### src/rtl/prq_pkg.sv
// Shared constants and field widths for the priority ready-queue scheduler.
package prq_pkg;

  localparam int NUM_TASKS_DEF  = 8;
  localparam int NUM_LEVELS_DEF = 8;

  localparam int CMD_W  = 1;
  localparam int ID_W   = 3;
  localparam int PRIO_W = 3;
  localparam int MASK_W = 8;

  localparam logic [CMD_W-1:0] CMD_ENQUEUE  = 1'b0;
  localparam logic [CMD_W-1:0] CMD_SCHEDULE = 1'b1;

endpackage

### src/rtl/prq_ram.sv
// Generic single-write, single-read RAM with registered read data.
module prq_ram #(
  parameter int WIDTH = 8,
  parameter int DEPTH = 8,
  localparam int AW   = (DEPTH > 1) ? $clog2(DEPTH) : 1
) (
  input  logic             clk,
  input  logic             we,
  input  logic [AW-1:0]    waddr,
  input  logic [WIDTH-1:0] wdata,
  input  logic [AW-1:0]    raddr,
  output logic [WIDTH-1:0] rdata
);

  logic [WIDTH-1:0] mem_r [DEPTH];
  logic [WIDTH-1:0] rdata_r;

  always_ff @(posedge clk) begin
    if (we) begin
      mem_r[waddr] <= wdata;
    end
    rdata_r <= mem_r[raddr];
  end

  assign rdata = rdata_r;

endmodule

### src/rtl/priority_ready_queue_scheduler_core.sv
// Top level: per-level task FIFOs held in RAM, bitmap priority pick, running task.
//
//   channel   ports                                             transfer
//   --------  ------------------------------------------------  ---------------------------
//   input     in_cmd, in_task_id, in_task_priority,             start && !busy
//             in_running_blocked
//   result    out_switched, out_current_task,                   out_valid (one cycle strobe)
//             out_previous_task, out_level_mask
//
// The result strobe (S_FINISH) follows S_IDLE directly for an ignored enqueue or a scheduling
// point without a switch. An enqueue passes S_PUSH_ISSUE, and S_PUSH_WAIT for a non-empty
// level; a switch passes S_POP_WAIT and S_POP_LINK (pop), then the push states for a requeue
// of the old task. busy drops in the cycle after the strobe. The steps follow the registered
// reads of the head/tail and link RAMs: head, then successor, then tail of the requeue level.
// Reset (rst_n low, synchronous) empties all levels; task 0 runs at level 0. No clearing pass.
// The receiver cannot stall: out_valid marks each result for its strobe cycle only.
module priority_ready_queue_scheduler_core #(
  parameter int NUM_TASKS  = prq_pkg::NUM_TASKS_DEF,
  parameter int NUM_LEVELS = prq_pkg::NUM_LEVELS_DEF
) (
  input  logic                        clk,
  input  logic                        rst_n,
  input  logic                        start,
  output logic                        busy,
  input  logic [prq_pkg::CMD_W-1:0]   in_cmd,
  input  logic [prq_pkg::ID_W-1:0]    in_task_id,
  input  logic [prq_pkg::PRIO_W-1:0]  in_task_priority,
  input  logic                        in_running_blocked,
  output logic                        out_valid,
  output logic                        out_switched,
  output logic [prq_pkg::ID_W-1:0]    out_current_task,
  output logic [prq_pkg::ID_W-1:0]    out_previous_task,
  output logic [prq_pkg::MASK_W-1:0]  out_level_mask
);

  import prq_pkg::*;

  localparam int TW  = $clog2(NUM_TASKS);
  localparam int LW  = $clog2(NUM_LEVELS);
  localparam int HTW = 2 * TW;

  typedef enum logic [5:0] {
    S_IDLE       = 6'b000001,
    S_PUSH_ISSUE = 6'b000010,
    S_PUSH_WAIT  = 6'b000100,
    S_POP_WAIT   = 6'b001000,
    S_POP_LINK   = 6'b010000,
    S_FINISH     = 6'b100000
  } state_t;

  state_t                state_r, state_nxt;
  logic [NUM_LEVELS-1:0] bitmap_r, bitmap_nxt;
  logic [NUM_TASKS-1:0]  queued_r, queued_nxt;
  logic [TW-1:0]         active_task_r, active_task_nxt;
  logic [LW-1:0]         active_level_r, active_level_nxt;
  logic [TW-1:0]         prev_r, prev_nxt;
  logic                  switched_r, switched_nxt;
  logic                  blocked_r, blocked_nxt;
  logic [LW-1:0]         top_r, top_nxt;
  logic [TW-1:0]         push_tid_r, push_tid_nxt;
  logic [LW-1:0]         push_lvl_r, push_lvl_nxt;
  logic [TW-1:0]         pop_head_r, pop_head_nxt;
  logic [TW-1:0]         pop_tail_r, pop_tail_nxt;

  // head/tail RAM, one entry per level: {head, tail}
  logic           ht_we;
  logic [LW-1:0]  ht_waddr, ht_raddr;
  logic [HTW-1:0] ht_wdata, ht_rdata;
  logic [TW-1:0]  rd_head, rd_tail;

  // successor link RAM, one entry per task
  logic           lk_we;
  logic [TW-1:0]  lk_waddr, lk_raddr, lk_wdata, lk_rdata;

  logic [LW-1:0]  top;
  logic           have_top;
  logic           take;
  logic           enq_ok;
  logic           prev_queued;
  logic [MASK_W+NUM_LEVELS-1:0] mask_ext;

  prq_ram #(.WIDTH(HTW), .DEPTH(NUM_LEVELS)) u_ht_ram (
    .clk   (clk),
    .we    (ht_we),
    .waddr (ht_waddr),
    .wdata (ht_wdata),
    .raddr (ht_raddr),
    .rdata (ht_rdata)
  );

  prq_ram #(.WIDTH(TW), .DEPTH(NUM_TASKS)) u_link_ram (
    .clk   (clk),
    .we    (lk_we),
    .waddr (lk_waddr),
    .wdata (lk_wdata),
    .raddr (lk_raddr),
    .rdata (lk_rdata)
  );

  assign rd_head = ht_rdata[HTW-1:TW];
  assign rd_tail = ht_rdata[TW-1:0];

  // leading-one search: highest non-empty level
  always_comb begin
    top      = '0;
    have_top = |bitmap_r;
    for (int i = 0; i < NUM_LEVELS; i++) begin
      if (bitmap_r[i]) begin
        top = LW'(i);
      end
    end
  end

  assign take   = have_top && (in_running_blocked || (top >= active_level_r));
  assign enq_ok = (32'(in_task_id) < NUM_TASKS) && (32'(in_task_priority) < NUM_LEVELS) &&
                  !queued_r[TW'(in_task_id)];
  // popped head has already left its FIFO, so it no longer counts as queued
  assign prev_queued = queued_r[prev_r] && (prev_r != pop_head_r);

  always_comb begin
    state_nxt        = state_r;
    bitmap_nxt       = bitmap_r;
    queued_nxt       = queued_r;
    active_task_nxt  = active_task_r;
    active_level_nxt = active_level_r;
    prev_nxt         = prev_r;
    switched_nxt     = switched_r;
    blocked_nxt      = blocked_r;
    top_nxt          = top_r;
    push_tid_nxt     = push_tid_r;
    push_lvl_nxt     = push_lvl_r;
    pop_head_nxt     = pop_head_r;
    pop_tail_nxt     = pop_tail_r;
    ht_we            = 1'b0;
    ht_waddr         = push_lvl_r;
    ht_wdata         = {push_tid_r, push_tid_r};
    ht_raddr         = top;
    lk_we            = 1'b0;
    lk_waddr         = rd_tail;
    lk_wdata         = push_tid_r;
    lk_raddr         = rd_head;

    case (state_r)
      S_IDLE: begin
        if (start) begin
          blocked_nxt  = in_running_blocked;
          prev_nxt     = active_task_r;
          switched_nxt = 1'b0;
          if (in_cmd == CMD_ENQUEUE) begin
            if (enq_ok) begin
              push_tid_nxt = TW'(in_task_id);
              push_lvl_nxt = LW'(in_task_priority);
              state_nxt    = S_PUSH_ISSUE;
            end else begin
              state_nxt = S_FINISH;
            end
          end else if (take) begin
            top_nxt   = top;
            state_nxt = S_POP_WAIT;
          end else begin
            state_nxt = S_FINISH;
          end
        end
      end
      S_PUSH_ISSUE: begin
        ht_raddr = push_lvl_r;
        if (bitmap_r[push_lvl_r]) begin
          state_nxt = S_PUSH_WAIT;
        end else begin
          ht_we                  = 1'b1;
          bitmap_nxt[push_lvl_r] = 1'b1;
          queued_nxt[push_tid_r] = 1'b1;
          state_nxt              = S_FINISH;
        end
      end
      S_PUSH_WAIT: begin
        // append behind the current tail
        lk_we                  = 1'b1;
        ht_we                  = 1'b1;
        ht_wdata               = {rd_head, push_tid_r};
        bitmap_nxt[push_lvl_r] = 1'b1;
        queued_nxt[push_tid_r] = 1'b1;
        state_nxt              = S_FINISH;
      end
      S_POP_WAIT: begin
        pop_head_nxt = rd_head;
        pop_tail_nxt = rd_tail;
        state_nxt    = S_POP_LINK;
      end
      S_POP_LINK: begin
        ht_we    = 1'b1;
        ht_waddr = top_r;
        ht_wdata = {lk_rdata, pop_tail_r};
        if (pop_head_r == pop_tail_r) begin
          bitmap_nxt[top_r] = 1'b0;
        end
        queued_nxt[pop_head_r] = 1'b0;
        active_task_nxt        = pop_head_r;
        active_level_nxt       = top_r;
        switched_nxt           = 1'b1;
        if (!blocked_r && !prev_queued) begin
          push_tid_nxt = prev_r;
          push_lvl_nxt = active_level_r;
          state_nxt    = S_PUSH_ISSUE;
        end else begin
          state_nxt = S_FINISH;
        end
      end
      S_FINISH: begin
        state_nxt = S_IDLE;
      end
      default: begin
        state_nxt = S_IDLE;
      end
    endcase
  end

  always_ff @(posedge clk) begin
    if (!rst_n) begin
      state_r        <= S_IDLE;
      bitmap_r       <= '0;
      queued_r       <= '0;
      active_task_r  <= '0;
      active_level_r <= '0;
    end else begin
      state_r        <= state_nxt;
      bitmap_r       <= bitmap_nxt;
      queued_r       <= queued_nxt;
      active_task_r  <= active_task_nxt;
      active_level_r <= active_level_nxt;
    end
  end

  always_ff @(posedge clk) begin
    prev_r     <= prev_nxt;
    switched_r <= switched_nxt;
    blocked_r  <= blocked_nxt;
    top_r      <= top_nxt;
    push_tid_r <= push_tid_nxt;
    push_lvl_r <= push_lvl_nxt;
    pop_head_r <= pop_head_nxt;
    pop_tail_r <= pop_tail_nxt;
  end

  assign mask_ext = {MASK_W'(0), bitmap_r};

  assign busy              = (state_r != S_IDLE);
  assign out_valid         = (state_r == S_FINISH);
  assign out_switched      = switched_r;
  assign out_current_task  = ID_W'(active_task_r);
  assign out_previous_task = ID_W'(prev_r);
  assign out_level_mask    = mask_ext[MASK_W-1:0];

`ifndef NO_ASSERTIONS
  a_accept_busy: assert property (@(posedge clk) disable iff (!rst_n)
    (start && !busy) |=> busy)
    else $error("input transfer did not make the block busy");

  a_strobe_single: assert property (@(posedge clk) disable iff (!rst_n)
    out_valid |=> !out_valid)
    else $error("result strobe held longer than one cycle");

  // a task that takes over from another one is not left in any FIFO
  a_running_not_queued: assert property (@(posedge clk) disable iff (!rst_n)
    (out_valid && out_switched && (active_task_r != prev_r)) |-> !queued_r[active_task_r])
    else $error("newly running task still marked queued");

  a_levels_have_tasks: assert property (@(posedge clk) disable iff (!rst_n)
    $countones(queued_r) >= $countones(bitmap_r))
    else $error("more non-empty levels than queued tasks");
`endif

endmodule

### config.mk
export PLATFORM = sky130hd
export DESIGN_NAME = priority_ready_queue_scheduler_core
export DESIGN_NICKNAME = d
export VERILOG_FILES = /design/src/rtl/prq_pkg.sv /design/src/rtl/prq_ram.sv /design/src/rtl/priority_ready_queue_scheduler_core.sv
export SDC_FILE = /design/constraint.sdc
export NUM_CORES = 1
export LEC_CHECK = 0
export BUFFER_PORTS_ARGS = -buffer_cell sky130_fd_sc_hd__buf_4
export CAP_MARGIN = 20
export CORE_ASPECT_RATIO = 1.2
export CORE_MARGIN = 2
export CORE_UTILIZATION = 35
export DETAILED_ROUTE_END_ITERATION = 10
export GPL_TIMING_DRIVEN = 1
export SLEW_MARGIN = 30
export SYNTH_ARGS = -nofsm -noshare
export SYNTH_HDL_FRONTEND = slang
export SYNTH_SLANG_ARGS = --single-unit
### constraint.sdc
create_clock -name clk -period 4.55 [get_ports clk]
set_input_delay 0.455 -clock clk [delete_from_list [all_inputs] [get_ports clk]]
set_output_delay 0.455 -clock clk [all_outputs]
set_load 0.01 [all_outputs]
==> results_dict.tcl <==
set metrics [dict create \
    power_mw 2.92 \
    holdWs_ps 249 \
    numPortBuffers 27 \
    netlist_top_cells_area "edfxtp_1, dfxtp_1, nand2_1" \
    antenna-diode-count 0 \
    period_needed_ps 2790 \
    fmax_mhz 359 \
    cts.sink_count 129 \
    pre_cts_ws_ps 1770 \
    die_h_um 147 \
    max_slew.worst_pin.slew_ps 813 \
    cts_tree "built" \
    synth_fp_nets 498 \
    crit_arrival_ps 3110 \
    finClkSkew_ps 9.92 \
    clkSlewWorstSetupHoldPaths_ps 60 \
    finalCritPeriodShare 0.613 \
    cts-buffers-inserted 17 \
    drive_gt1_frac 0.207 \
    setup_viol_count_final 0 \
    cp-start-kind "flop" \
    yosysTopAreaCell "edfxtp_1" \
    synth_edf_count 92 \
    rsz0062_at_grt "false" \
    post_cts.repair.setup_buffers 0 \
    synth.distinct_cells 66 \
    netlist_area_um2 5980 \
    cp.required_ps 4870 \
    synth_compound_area_frac 0.184 \
    cellPowerDensity_nw_per_um2 421 \
    leakage_nw 2.38 \
    slew_viol_final 0 \
    gr-total-overflow 0 \
    worstSkewPairLatency_ps 410 \
    synth_ff_type "edfxtp_1" \
    synth_warnings 0 \
    gp_congestion 0.816 \
    synth_top_area_frac 0.462 \
    status "complete, no violations" \
    drtIter0Drc 279 \
    finalHoldViolations 0 \
    timing.final.ws_setup_ps 1760 \
    start_util 0.356 \
    vias 4063 \
    crit_type "flop to flop" \
    synth_xor_area_frac 0.0102 \
    multiInputGateArea_um2 2190 \
    max_slew_margin 0.453 \
    cts_max_level 4 \
    syn_inst 484 \
    row_count 52 \
    first_pass_iters 5 \
    wire_per_inst_um 19.5 \
    drc 0 \
    synth_top_family_by_area "compound AO/OA/AOI/OAI gates" \
    stdcell_count 733 \
    grtUsageTotal 0.165 \
    hold_class "input pin to flop" \
    synthMuxAreaShare 0.0533 \
    regArea_um2 3500 \
    clockBufferDepth 2 \
    drt_wl_total_um 14300 \
    final_area_um2 6940 \
    vdd_drop_max_mv 0.319 \
    n_fill_cell 1587 \
    synthSimpleGateAreaFrac 0.111 \
    synth_fa_ha_area_frac 0.00627 \
    grt_pass1_wl_um 22700 \
    pin_count 28 \
    antenna_found_initial 0 \
    crit_path_max_fanout 18 \
    synth.avg_cell_area_um2 12.4 \
    ys_seq_area_frac 0.586 \
    place_area_um2 6320 \
    die_w_um 123 \
    synthArstFlopShare 0 \
    synth_seq_cells 129 \
    via_per_inst 5.54 \
    cap_viol_max_count 0 \
    dieArea_um2 18200 \
    root_buffer "clkbuf_16" \
    cp-end-kind "flop" \
    grt_pass1_vias 4103 \
    place_hpwl_um 10100 \
    dp.cells 701 \
    fin_setup_tns_ps 0 \
    core_um2 16800 \
    cts_resized 0 \
    grt_max_degree 29 \
    finalCoreUtilization 0.413 \
    cts_hold_buffers 0 \
    nNetsFinal 518 \
    antenna_left 0 \
    area_growth_pct 15.9 \
]
[cell usage after synthesis, types with 9 or more instances]
library cell and n:
o21ai_0 16, nand3_1 9, a311oi_1 12, dfxtp_1 37, nand2_1 52, o221ai_1 10, a211oi_1 14, nor3_1 11
clkbuf_1 19, nor2_1 13, inv_1 32, edfxtp_1 92, a21oi_1 22
[cell type report]
cell class	instances	area share
clock buffer	18	0.0619
clock inverter	14	0.0260
inverter	32	0.0173
multi-input combinational	291	0.315
sequential	129	0.505
tap	216	0.0390
timing repair buffer	33	0.0354
[state kept, by name (all words and copies together), names as in the netlist]
register,cells
out_level_mask,8
lk_wdata,3
u_ht_ram.mem_r,48
pop_head_r,3
out_switched,1
out_previous_task,3
u_link_ram.mem_r,24
pop_tail_r,3
queued_r,8
out_current_task,3
u_ht_ram.rdata,6
active_level_r,3
u_link_ram.rdata,3
state_r,6
push_lvl_r,3
blocked_r,1
top_r,3
[final timing paths]
path | cells after the start | start | slack (ps) | endpoint
setup / recovery | 5 | state_r[3] | 1760 | u_ht_ram.rdata[4]
hold / removal | 1 | in_running_blocked | 250 | blocked_r
setup reg to reg | 5 | state_r[3] | 1760 | u_ht_ram.rdata[4]
hold reg to reg | 0 | out_current_task[1] | 460 | out_previous_task[1]
[cells in the final DEF, fill, tap and decap left out, types with 7 or more instances in the layout]
cell type,instances
nor2b_1,7
xor2_1,7
a211oi_2,7
mux2_2,7
nor3_1,11
mux4_2,8
a311oi_1,12
nand3_1,9
dfxtp_1,37
o21ai_0,14
inv_1,32
buf_4,32
edfxtp_1,92
a21oi_1,22
nand2_1,52
nor2_1,12
a211oi_1,14
o221ai_1,10
clkbuf_16,17
[power breakdown]
| group | total (mW) | switching (mW) | internal [mW] |
|---|---|---|---|
| Clock | 1.40 | 0.527 | 0.870 |
| Combinational | 0.186 | 0.107 | 0.0784 |
| Sequential | 1.34 | 0.0484 | 1.29 |
| Total | 2.92 | 0.683 | 2.24 |
[layer usage]
metal  track usage  vias to the layer above  routed length (µm)
met5             0                        -                   0
met4        0.0557                        0                 201
met3        0.0283                       20                 485
met2         0.280                      100                7320
met1         0.212                     2036                6300
li1              -                     1907                   -
[critical path, cell delays in order, from the launching register on]
cell and delay [ps]:
dfxtp_1 420, or4_4 600, nor3_4 510, a31o_1 680, a211oi_1 230, a211oi_2 260
[kinds of logic after synthesis]
kind of cell	count (synthesis)
fa+ha+maj	3
flops	129
buf+inv	64
mux	21
simple gates	126
xor+xnor	7
compound gates	134
No activity file was read; power rests on OpenSTA's default activity.
